--- src/hw/rtl/frct_pkg.sv ---
// ----------------------------------------------------------------------------
// frct_pkg - shared types and constants of the fragment receiver
// Verdict codes, header byte positions, CRC-32 step and the records that
// travel between the byte front end, the tracking back end and the queues.
// ----------------------------------------------------------------------------
package frct_pkg;

   // header layout, byte offsets from start of frame
   localparam logic [15:0] POS_ETHER = 16'd12;   // big-endian, two bytes
   localparam logic [15:0] POS_COUNT = 16'd70;   // little-endian fields below
   localparam logic [15:0] POS_INDEX = 16'd72;
   localparam logic [15:0] POS_SIZE  = 16'd74;
   localparam logic [15:0] POS_CRC   = 16'd78;
   localparam logic [15:0] HDR_LEN   = 16'd82;   // first payload byte

   localparam logic [31:0] CRC_POLY = 32'hEDB8_8320;
   localparam logic [31:0] CRC_INIT = 32'hFFFF_FFFF;

   localparam logic [15:0] ETHER_TYPE_RESET = 16'h1234;
   localparam logic [15:0] MAX_SIZE_RESET   = 16'd1482;

   // configuration register indexes
   localparam logic CSR_ETHER_TYPE = 1'b0;
   localparam logic CSR_MAX_SIZE   = 1'b1;

   // queue depths
   localparam int MID_DEPTH = 4;
   localparam int OUT_DEPTH = 8;

   typedef enum logic [2:0] {
      V_NEW       = 3'd0,
      V_COMPLETE  = 3'd1,
      V_ETHERTYPE = 3'd2,
      V_CRC       = 3'd3,
      V_OVERSIZE  = 3'd4,
      V_DUPLICATE = 3'd5,
      V_BAD_INDEX = 3'd6,
      V_SHORT     = 3'd7
   } verdict_type;

   // classified frame, front end to back end
   typedef struct packed {
      logic        pass;      // frame passed all frame-local checks
      verdict_type verdict;   // rejection code when pass is low
      logic [15:0] index;
      logic [15:0] count;
      logic [15:0] size;      // saturated size field
   } frag_item_type;

   // one result transaction
   typedef struct packed {
      verdict_type verdict;
      logic [15:0] fragment_number;
      logic [15:0] payload_size;
      logic [31:0] store_offset;
      logic [31:0] total_length;
   } rsp_item_type;

   // reflected CRC-32, one byte
   function automatic logic [31:0] crc32_byte(input logic [31:0] crc,
                                              input logic [7:0]  data);
      logic [31:0] c;
      c = crc ^ {24'h0, data};
      for (int k = 0; k < 8; k++) begin
         c = c[0] ? ((c >> 1) ^ CRC_POLY) : (c >> 1);
      end
      return c;
   endfunction

endpackage

--- src/hw/rtl/frct_front.sv ---
// ----------------------------------------------------------------------------
// frct_front - byte parser, CRC and frame classifier
// Captures header fields and runs CRC-32 byte by byte; at frame end takes a
// snapshot and classifies it against the frame-local checks.
// ----------------------------------------------------------------------------
module frct_front (
   input  logic                           clock,
   input  logic                           reset,
   input  logic                           byte_accept,
   input  logic [7:0]                     frame_byte,
   input  logic                           frame_last,
   input  logic                           csr_write,
   input  logic                           csr_index,
   input  logic [15:0]                    csr_data,
   input  logic [$clog2(frct_pkg::MID_DEPTH+1)-1:0] mid_count,
   output logic                           front_full,
   output logic                           item_push,
   output frct_pkg::frag_item_type        item
);
   import frct_pkg::*;

   logic [15:0] ether_cfg_ff, max_cfg_ff;

   // running frame state
   logic [15:0] pos_ff, pos_in;
   logic [15:0] eth_ff, eth_in;
   logic [15:0] cnt_ff, cnt_in;
   logic [15:0] idx_ff, idx_in;
   logic [31:0] size_ff, size_in;
   logic [31:0] crcf_ff, crcf_in;
   logic [31:0] crc_ff, crc_in;

   // end-of-frame snapshot
   logic        done_ff;
   logic [15:0] s_pos_ff, s_eth_ff, s_cnt_ff, s_idx_ff;
   logic [31:0] s_size_ff, s_crcf_ff, s_crc_ff;

   logic [15:0] pos_inc;
   logic [15:0] pay_off;
   logic [32:0] need_len;
   logic        hdr_short;

   assign front_full = (32'(mid_count) + 32'(done_ff)) >= MID_DEPTH;

   always_comb begin
      eth_in  = eth_ff;
      cnt_in  = cnt_ff;
      idx_in  = idx_ff;
      size_in = size_ff;
      crcf_in = crcf_ff;
      crc_in  = crc_ff;
      pay_off = pos_ff - HDR_LEN;
      unique case (pos_ff)
         POS_ETHER:          eth_in[15:8]   = frame_byte;
         POS_ETHER + 16'd1:  eth_in[7:0]    = frame_byte;
         POS_COUNT:          cnt_in[7:0]    = frame_byte;
         POS_COUNT + 16'd1:  cnt_in[15:8]   = frame_byte;
         POS_INDEX:          idx_in[7:0]    = frame_byte;
         POS_INDEX + 16'd1:  idx_in[15:8]   = frame_byte;
         POS_SIZE:           size_in[7:0]   = frame_byte;
         POS_SIZE + 16'd1:   size_in[15:8]  = frame_byte;
         POS_SIZE + 16'd2:   size_in[23:16] = frame_byte;
         POS_SIZE + 16'd3:   size_in[31:24] = frame_byte;
         POS_CRC:            crcf_in[7:0]   = frame_byte;
         POS_CRC + 16'd1:    crcf_in[15:8]  = frame_byte;
         POS_CRC + 16'd2:    crcf_in[23:16] = frame_byte;
         POS_CRC + 16'd3:    crcf_in[31:24] = frame_byte;
         default: begin
            if (pos_ff >= HDR_LEN && {16'h0, pay_off} < size_ff) begin
               crc_in = crc32_byte(crc_ff, frame_byte);
            end
         end
      endcase
      pos_inc = (pos_ff == 16'hFFFF) ? pos_ff : pos_ff + 16'd1;
      // next frame starts at position zero; header words keep old values until rewritten
      pos_in  = frame_last ? 16'd0 : pos_inc;
   end

   always_ff @(posedge clock) begin
      if (reset) begin
         ether_cfg_ff <= ETHER_TYPE_RESET;
         max_cfg_ff   <= MAX_SIZE_RESET;
      end else if (csr_write) begin
         unique case (csr_index)
            CSR_ETHER_TYPE: ether_cfg_ff <= csr_data;
            CSR_MAX_SIZE:   max_cfg_ff   <= csr_data;
         endcase
      end
   end

   always_ff @(posedge clock) begin
      if (reset) begin
         pos_ff  <= '0;
         crc_ff  <= CRC_INIT;
         done_ff <= 1'b0;
      end else begin
         done_ff <= byte_accept && frame_last;
         if (byte_accept) begin
            pos_ff <= pos_in;
            crc_ff <= frame_last ? CRC_INIT : crc_in;
         end
      end
   end

   always_ff @(posedge clock) begin
      if (byte_accept) begin
         eth_ff    <= eth_in;
         cnt_ff    <= cnt_in;
         idx_ff    <= idx_in;
         size_ff   <= size_in;
         crcf_ff   <= crcf_in;
         s_pos_ff  <= pos_inc;
         s_eth_ff  <= eth_in;
         s_cnt_ff  <= cnt_in;
         s_idx_ff  <= idx_in;
         s_size_ff <= size_in;
         s_crcf_ff <= crcf_in;
         s_crc_ff  <= crc_in;
      end
   end

   // classification of the snapshot, in check order
   assign hdr_short = s_pos_ff < HDR_LEN;
   assign need_len  = 33'(HDR_LEN) + {1'b0, s_size_ff};
   assign item_push = done_ff;

   always_comb begin
      item.pass    = 1'b0;
      item.verdict = V_SHORT;
      item.count   = s_cnt_ff;
      item.index   = hdr_short ? 16'd0 : s_idx_ff;
      if (hdr_short) begin
         item.size = 16'd0;
      end else if (s_size_ff[31:16] != 16'h0) begin
         item.size = 16'hFFFF;
      end else begin
         item.size = s_size_ff[15:0];
      end
      priority if (hdr_short) begin
         item.verdict = V_SHORT;
      end else if (s_eth_ff != ether_cfg_ff) begin
         item.verdict = V_ETHERTYPE;
      end else if ({17'h0, s_pos_ff} < need_len) begin
         item.verdict = V_SHORT;
      end else if (~s_crc_ff != s_crcf_ff) begin
         item.verdict = V_CRC;
      end else if (s_size_ff > {16'h0, max_cfg_ff}) begin
         item.verdict = V_OVERSIZE;
      end else begin
         item.pass    = 1'b1;
         item.verdict = V_NEW;
      end
   end

endmodule

--- config.mk ---
export PLATFORM = sky130hd
export DESIGN_NAME = frct_front
export DESIGN_NICKNAME = d
export VERILOG_FILES = /design/src/hw/rtl/frct_pkg.sv /design/src/hw/rtl/frct_front.sv
export SDC_FILE = /design/constraint.sdc
export NUM_CORES = 1
export LEC_CHECK = 0
export ABC_AREA = 1
export ABC_CLOCK_PERIOD_IN_PS = 3100
export BUFFER_PORTS_ARGS = -buffer_cell sky130_fd_sc_hd__buf_2
export CORE_ASPECT_RATIO = 1.1
export CORE_UTILIZATION = 55
export CTS_CLUSTER_SIZE = 16
export DETAILED_ROUTE_END_ITERATION = 8
export GPL_ROUTABILITY_DRIVEN = 0
export GPL_TIMING_DRIVEN = 0
export PLACE_DENSITY = 0.76
export SYNTH_ARGS = -nofsm -noshare
export SYNTH_HDL_FRONTEND = slang
export SYNTH_SLANG_ARGS = --single-unit
--- constraint.sdc ---
create_clock -name clock -period 3.1 [get_ports clock]
set_input_delay 0.62 -clock clock [delete_from_list [all_inputs] [get_ports clock]]
set_output_delay 0.62 -clock clock [all_outputs]
set_load 0.02 [all_outputs]
==> run_results.csv <==
group,metric,value,unit
outcome,status,"finished with violations",
outcome,failed_checks,"negative setup slack",
synthesis,synthDistinctLibCells,44,
global_routing,grt_overflow,0,
floorplan,ioPinCount,87,
synthesis,netlist_area,0.0131,mm2
final_layout,multi_input_area,0.00618,mm2
synthesis,yosys.area.top_type,"edfxtp_1",
setup_path,endpoint_kind,"output port",
clock_network,clockBufferDepth,3,
route,drt_iter0_markers,861,
clock_network,hold_buffers,0,
power_and_ir_drop,power_density,493,mW/mm2
synthesis,synthArstFlopShare,0,
final_layout,fill_cells,1735,
synthesis,syn_area_per_cell,8.85,um2
synthesis,synth_edf_count,160,
synthesis,synth_top_area_share,0.366,
worst_hold_path,min_path_cells,3,
setup_path,crit_end,"item[51]",
setup_path,start_kind,"register",
setup_path,worstReg2RegStart,"pos_ff[2]",
clock_network,clock_latency,0.55,ns
setup_path,required,2.48,ns
final_layout,seqCellArea,0.00643,mm2
route,via_count,10900,
final_layout,layout.nets,1724,
setup_path,r2r_setup_slack,0,ns
worst_hold_path,hp-class,"input pin to register",
global_routing,grt_pass1_wl,53700,um
final_layout,diodes,0,
route,wl,35700,um
sta,period_share,1.28,
clock_network,h-tree-depth,1,
floorplan,start_util,0.567,
route,wire_per_inst,18.2,um
clock_network,clock-sinks,241,
place,hpwl,24600,um
global_routing,grt_pass1_vias,10200,
sta,fmax,252,MHz
sta,relSlewSlack,0.178,
power_and_ir_drop,p_leak,6.65,nW
setup_path,worstSetupPathType,"register to output port",
clock_network,numCtsBuffers,26,
sta,rsz0062_at_grt,"yes",
synthesis,syn-instance-count,1482,
sta,finalHoldViolCount,0,
final_layout,post-route-util,0.677,
setup_path,critPathLaunch,"s_size_ff[2]",
global_routing,globalRouteTotalUtil,0.286,
sta,skew,0.0169,ns
synthesis,yosysWarnings,0,
floorplan,die_y,164,um
sta,slew_violations,0,
place,post-place-ws,-0.621,ns
synthesis,yosysMostFrequentCell,"nand2_1",
setup_path,r2r-end,"s_crc_ff[29]",
floorplan,core_area,0.0231,mm2
route,via_per_inst,5.56,
clock_network,root_buffer,"clkbuf_16",
sta,max_slew.worst_pin.slew,1.22,ns
synthesis,syn_nets,1568,
route,first_pass_iters,8,
floorplan,die_width,149,um
clock_network,cts_tree,"yes",
power_and_ir_drop,ir_drop,349,uV
global_routing,grt_max_degree,51,
route,drc,0,
floorplan,dieArea,0.0245,mm2
floorplan,rows,58,
synthesis,synth_common_cells,"362 x nand2_1, 165 x inv_1, 160 x edfxtp_1, 133 x nor2_1, 90 x a21oi_1",
setup_path,arrival,3.35,ns
setup_path,reg2reg_depth,21,
final_layout,area_growth,19.4,%
sta,setup_viol,4,
sta,fin_ws,-0.866,ns
synthesis,yosysSeqAreaShare,0.490,
route,final_antenna_net_count,0,
flow_run,cap_violations,0,
synthesis,ys_ff_latch,241,
final_layout,drive_above_1_share,0.197,
global_routing,antenna_found_initial,0,
place,io_buffers,85,
setup_path,crit_fanout,5,
clock_network,clk_pin_slew,0.06,ns
synthesis,synth_area_leaders,"edfxtp_1 37%, dfxtp_1 12%, nand2_1 10%, xor2_1 5.1%, ha_1 5.1%",
sta,post-route-min-period,3.97,ns
sta,setup-tns-final,-3.27,ns
synthesis,synth_flop_cell,"edfxtp_1",
[metal layers]
| metal | GRT usage | wire (um) |
|---|---|---|
| met2 | 0.489 | 17200 |
| met5 | 0 | 0 |
| met3 | 0.0392 | 2280 |
| met1 | 0.354 | 14400 |
| met4 | 0.146 | 1810 |
[logic make-up after synthesis]
group	count (synthesis)	share of synthesized area
compound gates	181	0.0787
flops	241	0.490
fa+ha+maj	53	0.0505
xor+xnor	143	0.105
simple gates	654	0.211
buf+inv	210	0.0651
[worst min path at each step]
stage | startpoint | end | slack, ns
floorplan | max_cfg_ff[2] | max_cfg_ff[2] | 0.44
CTS | csr_data[4] | ether_cfg_ff[4] | 0.31
global route | csr_data[2] | ether_cfg_ff[2] | 0.32
detailed placement | crc_ff[15] | crc_ff[15] | 0.46
global placement | crc_ff[15] | crc_ff[15] | 0.45
finish | csr_data[4] | ether_cfg_ff[4] | 0.33
[sequential cells by signal, indices dropped and copies added (netlist names), 32 cells and up]
signal	flops
s_crcf_ff	32
s_crc_ff	32
crc_ff	32
s_size_ff	32
[placed cells by master, fill, tap and decap left out, types with 33 or more instances in the layout]
cell / n
o21ai_0: 33
nor2_1: 129
inv_1: 155
a21oi_1: 80
xor2_1: 76
buf_2: 84
xnor2_1: 56
dfxtp_1: 78
nand2_1: 334
ha_1: 51
edfxtp_1: 160
buf_4: 40
nand3_1: 58
[power breakdown]
| part | internal [W] | switching [W] |
|---|---|---|
| logic | 0.000308 | 0.000521 |
| clock network | 0.00203 | 0.00132 |
| registers | 0.00350 | 0.0000537 |
[stage by stage]
| step | instance area, um2 | std cells | hold slack (ns) | power, W |
|---|---|---|---|---|
| after global placement | 14000 | 1867 | 0.450 | 0.00439 |
| after floorplan | 13200 | 1482 | 0.435 | 0.00418 |
| after detailed placement | 14000 | 1868 | 0.460 | 0.00441 |
| final | 15700 | 1958 | 0.327 | 0.00773 |
| after CTS | 15300 | 1948 | 0.312 | 0.00773 |
| after global routing | 15700 | 1958 | 0.317 | 0.00795 |
[worst max-delay path, stage by stage, from the launching register on]
cell,delay (ns)
edfxtp_1,0.52
ha_2,0.27
nand2_2,0.09
nand2_4,0.07
a21oi_4,0.21
xor2_1,0.18
ha_1,0.26
nand2_2,0.08
nor2_1,0.04
nor3_1,0.16
nand2_1,0.09
nand2_1,0.07
nand2_1,0.05
nand2_1,0.06
nand2_1,0.06
nand2_2,0.08
nand2_4,0.08
nand4_1,0.23
nor2_4,0.07
buf_6,0.13
[layout make-up]
cell class | instances | share of cell area
Tap cell | 300 | 0.0240
Multi-Input combinational cell | 1031 | 0.395
Buffer | 39 | 0.0166
Clock inverter | 18 | 0.0150
Timing Repair Buffer | 131 | 0.0536
Sequential cell | 241 | 0.411
Clock buffer | 30 | 0.0444
Inverter | 168 | 0.0407
[repair_timing]
action | CTS | global route
endpoints found under the setup margin | 78 | 96
gates resized for setup | 47 | 96
endpoints found under the hold margin | 0 | 0
pin swaps | 24 | 30
gates cloned | 0 | 1
buffers inserted | 33 | 11
(Power assumes the default switching activity.)
