$ cat config.mk
export PLATFORM = sky130hd
export DESIGN_NAME = frct_fifo
export DESIGN_NICKNAME = d
export VERILOG_FILES = /design/src/hw/rtl/frct_fifo.sv
export SDC_FILE = /design/constraint.sdc
export NUM_CORES = 1
export LEC_CHECK = 0
export ABC_CLOCK_PERIOD_IN_PS = 2300
export BUFFER_PORTS_ARGS = -buffer_cell sky130_fd_sc_hd__buf_2
export CORE_ASPECT_RATIO = 0.9
export CORE_MARGIN = 1.5
export CORE_UTILIZATION = 40
export CTS_BUF_LIST = sky130_fd_sc_hd__clkbuf_2
export CTS_CLUSTER_SIZE = 28
export DETAILED_ROUTE_END_ITERATION = 6
export SLEW_MARGIN = 40
export SYNTH_ARGS = -nofsm -noshare
export SYNTH_HDL_FRONTEND = slang
export SYNTH_SLANG_ARGS = --single-unit
$ cat constraint.sdc
create_clock -name clock -period 2.3 [get_ports clock]
set_input_delay 0.69 -clock clock [delete_from_list [all_inputs] [get_ports clock]]
set_output_delay 0.69 -clock clock [all_outputs]
set_load 0.01 [all_outputs]
$ cat src/hw/rtl/frct_fifo.sv
// ----------------------------------------------------------------------------
// frct_fifo - small register queue
// Show-ahead queue in flip-flops; head data valid while empty is low.
// ----------------------------------------------------------------------------
module frct_fifo #(
   parameter int WIDTH = 8,
   parameter int DEPTH = 4
) (
   input  logic                       clock,
   input  logic                       reset,
   input  logic                       push,
   input  logic [WIDTH-1:0]           push_data,
   input  logic                       pop,
   output logic [WIDTH-1:0]           pop_data,
   output logic                       empty,
   output logic [$clog2(DEPTH+1)-1:0] count
);
   localparam int AW = (DEPTH > 1) ? $clog2(DEPTH) : 1;
   localparam int CW = $clog2(DEPTH+1);

   logic [WIDTH-1:0] mem_ff [DEPTH];
   logic [AW-1:0]    wr_ptr_ff, wr_ptr_in;
   logic [AW-1:0]    rd_ptr_ff, rd_ptr_in;
   logic [CW-1:0]    count_ff, count_in;
   logic             do_push, do_pop;

   assign do_push  = push && (count_ff != CW'(DEPTH));
   assign do_pop   = pop && (count_ff != '0);
   assign empty    = (count_ff == '0);
   assign count    = count_ff;
   assign pop_data = mem_ff[rd_ptr_ff];

   always_comb begin
      wr_ptr_in = wr_ptr_ff;
      rd_ptr_in = rd_ptr_ff;
      count_in  = count_ff;
      if (do_push) begin
         wr_ptr_in = (wr_ptr_ff == AW'(DEPTH-1)) ? '0 : wr_ptr_ff + 1'b1;
      end
      if (do_pop) begin
         rd_ptr_in = (rd_ptr_ff == AW'(DEPTH-1)) ? '0 : rd_ptr_ff + 1'b1;
      end
      if (do_push && !do_pop) begin
         count_in = count_ff + 1'b1;
      end else if (do_pop && !do_push) begin
         count_in = count_ff - 1'b1;
      end
   end

   always_ff @(posedge clock) begin
      if (reset) begin
         wr_ptr_ff <= '0;
         rd_ptr_ff <= '0;
         count_ff  <= '0;
      end else begin
         wr_ptr_ff <= wr_ptr_in;
         rd_ptr_ff <= rd_ptr_in;
         count_ff  <= count_in;
      end
   end

   always_ff @(posedge clock) begin
      if (do_push) begin
         mem_ff[wr_ptr_ff] <= push_data;
      end
   end

endmodule

==> results of run 1 <==
[synth_stat cells]
cell type | instances | share of area [%]
sky130_fd_sc_hd__dfxtp_1 | 9 | 11
sky130_fd_sc_hd__buf_2 | 1 | 0.30
sky130_fd_sc_hd__fa_1 | 1 | 1.2
sky130_fd_sc_hd__clkbuf_1 | 1 | 0.23
sky130_fd_sc_hd__and2_1 | 4 | 1.5
sky130_fd_sc_hd__mux2i_1 | 3 | 1.8
sky130_fd_sc_hd__mux2_1 | 1 | 0.69
sky130_fd_sc_hd__a21boi_4 | 1 | 1.1
sky130_fd_sc_hd__nand2b_1 | 2 | 0.76
sky130_fd_sc_hd__inv_1 | 3 | 0.69
sky130_fd_sc_hd__nand2_1 | 1 | 0.23
sky130_fd_sc_hd__ha_1 | 6 | 4.6
sky130_fd_sc_hd__mux4_2 | 8 | 11
sky130_fd_sc_hd__nor3_1 | 2 | 0.61
sky130_fd_sc_hd__o31ai_4 | 1 | 1.3
sky130_fd_sc_hd__nor2_2 | 1 | 0.38
sky130_fd_sc_hd__edfxtp_1 | 32 | 58
sky130_fd_sc_hd__nor2_1 | 4 | 0.91
sky130_fd_sc_hd__buf_1 | 1 | 0.23
sky130_fd_sc_hd__or3_1 | 2 | 0.76
sky130_fd_sc_hd__a21oi_2 | 1 | 0.53
sky130_fd_sc_hd__o21ai_0 | 1 | 0.30
sky130_fd_sc_hd__xor2_1 | 2 | 1.1
sky130_fd_sc_hd__a21oi_1 | 1 | 0.30
[power groups by stage]
stage	clock, mW	sequential [mW]	combinational (mW)
2_1_floorplan	0	0.991	0.370
3_3_place_gp	0	1.00	0.527
3_5_place_dp	0	1.01	0.535
4_1_cts	0.311	0.995	0.545
5_1_grt	0.337	1.01	0.662
6_report	0.303	0.993	0.599
[flip-flops by register name (all words and copies together) (netlist names), named ones only]
register	cells
count	3
mem_ff	32
rd_ptr_ff	2
wr_ptr_ff	2
[cell families after synthesis]
| logic type | synth area share, % |
|---|---|
| flip-flops | 69.5 |
| XOR/XNOR | 1.07 |
| buffers and inverters | 1.45 |
| adder cells (fa/ha/maj) | 5.79 |
| AO/OA/AOI/OAI | 3.58 |
| AND/OR/NAND/NOR | 5.18 |
| multiplexers | 13.5 |
[layout by cell type (no fill, tap or decap), drive strengths merged, types with 4 or more instances in the layout]
cell    count
dfxtp       9
mux4        8
and2        4
ha          6
nor2        5
edfxtp     32
buf        25
clkbuf      5
[layer usage]
metal | GRT usage, % | wire (µm) | up-vias
li1 | - | - | 397
met1 | 15.8 | 1080 | 408
met2 | 18.9 | 1240 | 15
met3 | 5.68 | 122 | 6
met4 | 4.95 | 40 | 0
met5 | 0 | 0 | -
[timing repair]
item,in CTS,in global routing
hold endpoints to repair,0,0
hold buffers,0,0
endpoints found under the setup margin,8,8
setup buffers,0,0
gates resized for setup,3,7
[stage by stage]
stage / power [mW] / hold slack, ns / cell area (µm²) / util [%] / cells
3_5_place_dp: 1.54 / 0.484 / 1820 / 47.4 / 157
4_1_cts: 1.85 / 0.471 / 1870 / 48.7 / 165
2_1_floorplan: 1.36 / 0.468 / 1640 / - / 89
6_report: 1.89 / 0.487 / 1910 / 49.8 / 165
3_3_place_gp: 1.53 / 0.483 / 1820 / 47.4 / 157
5_1_grt: 2.01 / 0.464 / 1910 / 49.8 / 165
[area by class of cell]
class                   instances  share of cell area (%)
well taps                      46                    3.01
inverters                       3                   0.589
multi-input cells              42                    25.0
clock inverters                 3                   0.916
repair buffers                 25                    9.42
clock buffers                   5                    1.31
flip-flops and latches         41                    59.8
[worst register-to-register path, stage by stage, from the launching register on]
cell                       delay (ns)
sky130_fd_sc_hd__dfxtp_1         0.56
sky130_fd_sc_hd__nor2_2          0.09
sky130_fd_sc_hd__a21boi_4        0.17
sky130_fd_sc_hd__ha_1            0.21
sky130_fd_sc_hd__inv_1           0.06
sky130_fd_sc_hd__fa_1            0.37
sky130_fd_sc_hd__xor2_1          0.16
sky130_fd_sc_hd__or3_1           0.31
sky130_fd_sc_hd__a21oi_1         0.14
[worst paths after layout]
| path | start | to | depth (start not counted) |
|---|---|---|---|
| worst max register to register | count[0] | count[2] | 8 |
| worst min register to register | rd_ptr_ff[0] | flop | 2 |
| worst min-delay path | push_data[6] | mem_ff[0][6] | 1 |
| worst max-delay path | flop | pop_data[5] | 3 |
==> flow_metrics.env, run 1 <==
export IMPL_outcome="completed"
export IMPL_tns_ns=0
export IMPL_drt_pre_antenna_iters=3
export IMPL_layout_worst_path_cycle_share_pct=98.4
export IMPL_insertion_delay_ns=0.39
export IMPL_max_slew_worst_pin_slew_ns=0.462
export IMPL_r2r_setup_slack_ns=0.20
export IMPL_synth_seq_area_share_pct=69.5
export IMPL_number_of_nets_produced_by_synthesis=108
export IMPL_routed_wire_length_per_instance_um=15.0
export IMPL_drive_gt1_share_pct=37.8
export IMPL_cts_root_buf="sky130_fd_sc_hd__clkbuf_2"
export IMPL_timing_max_slew_rel_slack_pct=69.2
export IMPL_cts_sinks=41
export IMPL_path_delay_family="multiplexers"
export IMPL_route_detailed_drc=0
export IMPL_boundaryPins=24
export IMPL_wl_mm=2.48
export IMPL_rsz0062_at_grt="yes"
export IMPL_antenna_cells_inserted=0
export IMPL_gp_congestion=0.823
export IMPL_number_of_buffers_created_by_cts=5
export IMPL_floorplan_die_height_um=63.8
export IMPL_first_global_vias=853
export IMPL_tritoncts="done"
export IMPL_power_internal_mw=1.31
export IMPL_path_class="flop to output port"
export IMPL_groute_usage_overall_pct=12.5
export IMPL_leak_nw=0.708
export IMPL_place_worst_setup_slack_ns=0.0535
export IMPL_worstPathBufferInverterCount=2
export IMPL_power_switching_share_pct=30.8
export IMPL_arrival_ns=1.57
export IMPL_initial_utilization_pct=42.8
export IMPL_achievable_frequency_ghz=0.442
export IMPL_synthesis_instances=89
export IMPL_synth_seq_cells=41
export IMPL_critical_path_endpoint_type="output port"
export IMPL_cellPowerDensity_nw_per_um2=991
export IMPL_multi_input_comb_area_um2=478
export IMPL_timing_final_ws_setup_ns=0.0375
export IMPL_detail_route_vias_per_cell=5.01
export IMPL_final_hold_viol_count=0
export IMPL_count_of_unique_library_cells_instantiated_by_yosys=24
export IMPL_route_vias_total=826
export IMPL_grt_pass1_wl_mm=4.03
export IMPL_timing_hold_worst_class="primary input to flop"
export IMPL_maximum_number_of_pins_on_one_net_before_global_route_repair=14
export IMPL_timing_critical_path_slowest_cell_delay_ns=0.51
export IMPL_clockPowerShare_pct=16.0
export IMPL_peakVddDrop_mv=0.371
export IMPL_finish_net_count=137
export IMPL_first_iter_violations=47
export IMPL_largest_fanout_of_any_net_on_the_critical_path=8
export IMPL_yosys_synthesis_warning_count=0
export IMPL_seqCellArea_um2=1140
export IMPL_globalRoute_totalOverflow=0
export IMPL_antenna_found_initial=0
export IMPL_power_switching_mw=0.583
export IMPL_cts_max_path_buffers=2
export IMPL_core_area_um2=3840
export IMPL_startpoint_type="flop"
export IMPL_layout_filler_cells=324
export IMPL_dp_final_hpwl_mm=1.69
export IMPL_worstPathCellList="buf_12 > mux4_2 > buf_6"
export IMPL_route_antenna_remaining_nets=0
export IMPL_io_buffer_count=23
export IMPL_critical_path_slowest_cell="sky130_fd_sc_hd__mux4_2"
export IMPL_setup_viol_count_final=0
export IMPL_max_cap_viol_count=0
export IMPL_combPwrFrac_pct=31.6
export IMPL_clk_transition_reported_paths_ns=0.20
export IMPL_timing_clock_skew_ns=0.0101
export IMPL_share_seq_of_total_power_pct=52.4
export IMPL_die_x_um=70.6
export IMPL_synth_area_per_cell_um2=18.5
export IMPL_drv_slew=0
export IMPL_clock_tree_htree_level_count=2
export IMPL_placement_rows=21
export IMPL_finalCriticalPeriod_ns=2.26
export IMPL_area_growth_pct=16.4
export IMPL_die_outline_area_um2=4500
export IMPL_mappedNetlistArea_um2=1640
export IMPL_cp_required_ns=1.61
Note: power is estimated with default switching activity, not from simulation.
==> run 2, diff against run 1 <==
--- a/config.mk
+++ b/config.mk
@@ -7,12 +7,15 @@
 export LEC_CHECK = 0
 export ABC_CLOCK_PERIOD_IN_PS = 2300
 export BUFFER_PORTS_ARGS = -buffer_cell sky130_fd_sc_hd__buf_2
+export CELL_PAD_IN_SITES_DETAIL_PLACEMENT = 2
+export CELL_PAD_IN_SITES_GLOBAL_PLACEMENT = 2
 export CORE_ASPECT_RATIO = 0.9
 export CORE_MARGIN = 1.5
 export CORE_UTILIZATION = 40
 export CTS_BUF_LIST = sky130_fd_sc_hd__clkbuf_2
 export CTS_CLUSTER_SIZE = 28
 export DETAILED_ROUTE_END_ITERATION = 6
+export PLACE_DENSITY_LB_ADDON = 0.1
 export SLEW_MARGIN = 40
 export SYNTH_ARGS = -nofsm -noshare
 export SYNTH_HDL_FRONTEND = slang
==> flow_metrics.env, run 2 (synthesis results as in run 1) <==
export IMPL_max_flop_register="mem_ff"
export IMPL_floorplan_die_height_um=63.8
export IMPL_power_switching_mw=0.624
export IMPL_globalRoute_totalOverflow=0
export IMPL_clockPowerShare_pct=19.5
export IMPL_antenna_cells_inserted=0
export IMPL_core_area_um2=3840
export IMPL_drt_pre_antenna_iters=4
export IMPL_cts_max_path_buffers=2
export IMPL_route_detailed_drc=0
export IMPL_r2r_setup_slack_ns=0.15
export IMPL_groute_usage_overall_pct=17.2
export IMPL_maximum_number_of_pins_on_one_net_before_global_route_repair=13
export IMPL_power_internal_mw=1.46
export IMPL_arrival_ns=1.60
export IMPL_achievable_frequency_ghz=0.438
export IMPL_cts_sinks=41
export IMPL_finalCriticalPeriod_ns=2.29
export IMPL_startpoint_type="flop"
export IMPL_antenna_found_initial=0
export IMPL_die_x_um=70.6
export IMPL_initial_utilization_pct=42.8
export IMPL_tritoncts="done"
export IMPL_placement_rows=21
export IMPL_critical_path_reg2reg_startpoint="count[2]"
export IMPL_max_slew_worst_pin_slew_ns=0.494
export IMPL_io_buffer_count=23
export IMPL_holdBufCountCts=0
export IMPL_cp_required_ns=1.61
export IMPL_insertion_delay_ns=0.39
export IMPL_mostFrequentLayoutCells="32 x sky130_fd_sc_hd__edfxtp_1, 15 x sky130_fd_sc_hd__buf_2, 8 x sky130_fd_sc_hd__mux4_2, 8 x sky130_fd_sc_hd__buf_6"
export IMPL_gp_congestion=0.691
export IMPL_routed_wire_length_per_instance_um=20.6
export IMPL_dpl_cell_area_um2=1820
export IMPL_final_hold_viol_count=0
export IMPL_seqCellArea_um2=1150
export IMPL_first_iter_violations=25
export IMPL_max_cap_viol_count=0
export IMPL_layout_cells_most_common="sky130_fd_sc_hd__edfxtp_1"
export IMPL_peakVddDrop_mv=0.415
export IMPL_clock_tree_htree_level_count=2
export IMPL_tns_ns=0
export IMPL_dp_final_hpwl_mm=2.58
export IMPL_rsz0062_at_grt="yes"
export IMPL_finish_net_count=138
export IMPL_timing_hold_worst_class="primary input to flop"
export IMPL_clk_transition_reported_paths_ns=0.19
export IMPL_first_global_vias=1012
export IMPL_leak_nw=0.728
export IMPL_timing_clock_skew_ns=0.0123
export IMPL_finalInstanceArea_um2=1960
export IMPL_endpoint="pop_data[6]"
export IMPL_largest_fanout_of_any_net_on_the_critical_path=8
export IMPL_drive_gt1_share_pct=40.8
export IMPL_final_cell_utilization_of_the_core_pct=51.0
export IMPL_cellPowerDensity_nw_per_um2=1060
export IMPL_outcome="completed"
export IMPL_multi_input_comb_area_um2=478
export IMPL_power_switching_share_pct=30.0
export IMPL_route_antenna_remaining_nets=0
export IMPL_boundaryPins=24
export IMPL_cts_root_buf="sky130_fd_sc_hd__clkbuf_2"
export IMPL_die_outline_area_um2=4500
export IMPL_route_vias_total=874
export IMPL_setup_viol_count_final=0
export IMPL_area_growth_pct=19.1
export IMPL_detail_route_vias_per_cell=5.27
export IMPL_share_seq_of_total_power_pct=48.4
export IMPL_layout_filler_cells=349
export IMPL_largest_reg_flops=32
export IMPL_path_class="flop to output port"
export IMPL_number_of_buffers_created_by_cts=5
export IMPL_combPwrFrac_pct=32.1
export IMPL_worst_r2r_endpoint="count[2]"
export IMPL_grt_pass1_wl_mm=5.48
export IMPL_drv_slew=0
export IMPL_fin_worst_hold_slack_ns=0.494
export IMPL_timing_max_slew_rel_slack_pct=67.1
export IMPL_critical_path_endpoint_type="output port"
export IMPL_timing_reg2reg_worst_path_depth=7
export IMPL_layout_worst_path_cycle_share_pct=99.4
export IMPL_wl_mm=3.42
run 2: changes by cell type in the layout (fill, tap and decap cells not counted), sizes merged:
| cell | change |
|---|---|
| clkinv | -2 |
| clkbuf | +1 |
| bufinv | +1 |
| buf | +1 |
run 2: per-stage QoR:
| stage | worst slack [ns] | instances | power [mW] |
|---|---|---|---|
| after global placement | 0.120 | 157 | 1.54 |
| after CTS | -0.00732 | 165 | 2.06 |
| after global routing | -0.0806 | 166 | 2.20 |
| after floorplan | 0.152 | 89 | 1.36 |
| final | 0.0146 | 166 | 2.08 |
| after detailed placement | 0.00502 | 157 | 1.60 |
run 2: timing repair:
item | CTS | global route
pin swaps | 0 | 1
setup endpoints to repair | 8 | 9
setup buffers | 0 | 1
resized for setup | 8 | 7
hold endpoints to repair | 0 | 0
run 2: layout make-up:
cell class / count / share of cell area, %
flip-flops and latches: 41 / 58.6
multi-input cells: 42 / 24.4
clock buffers: 6 / 1.53
inverters: 3 / 0.575
repair buffers: 26 / 10.2
clock inverters: 2 / 1.73
well taps: 46 / 2.94
run 2: power groups by stage:
stage,registers [mW],logic (mW),clock network [mW]
5_1_grt,1.02,0.723,0.448
4_1_cts,1.01,0.636,0.420
2_1_floorplan,0.991,0.370,0
3_5_place_dp,1.02,0.575,0
3_3_place_gp,1.00,0.533,0
6_report,1.01,0.668,0.406
run 2: worst max-delay path: stages, from the launching register on:
cell,delay (ns)
sky130_fd_sc_hd__dfxtp_2,0.39
sky130_fd_sc_hd__buf_12,0.14
sky130_fd_sc_hd__mux4_2,0.53
sky130_fd_sc_hd__buf_6,0.14
run 2: worst min path at each step:
stage                              end    startpoint  cells after the start
after global routing      mem_ff[1][5]  push_data[5]                      1
after CTS                 mem_ff[1][5]  push_data[5]                      1
after global placement    rd_ptr_ff[0]  rd_ptr_ff[0]                      2
after detailed placement  wr_ptr_ff[1]  wr_ptr_ff[1]                      2
after floorplan                   flop  rd_ptr_ff[0]                      2
final                     mem_ff[1][5]  push_data[5]                      1
run 2: layer usage:
layer,global-route usage [%],part of all wire [%],up-vias
li1,-,-,400
met1,20.4,42,448
met2,29.8,53,18
met3,4.42,3.1,8
met4,7.08,1.8,0
met5,0,0,-
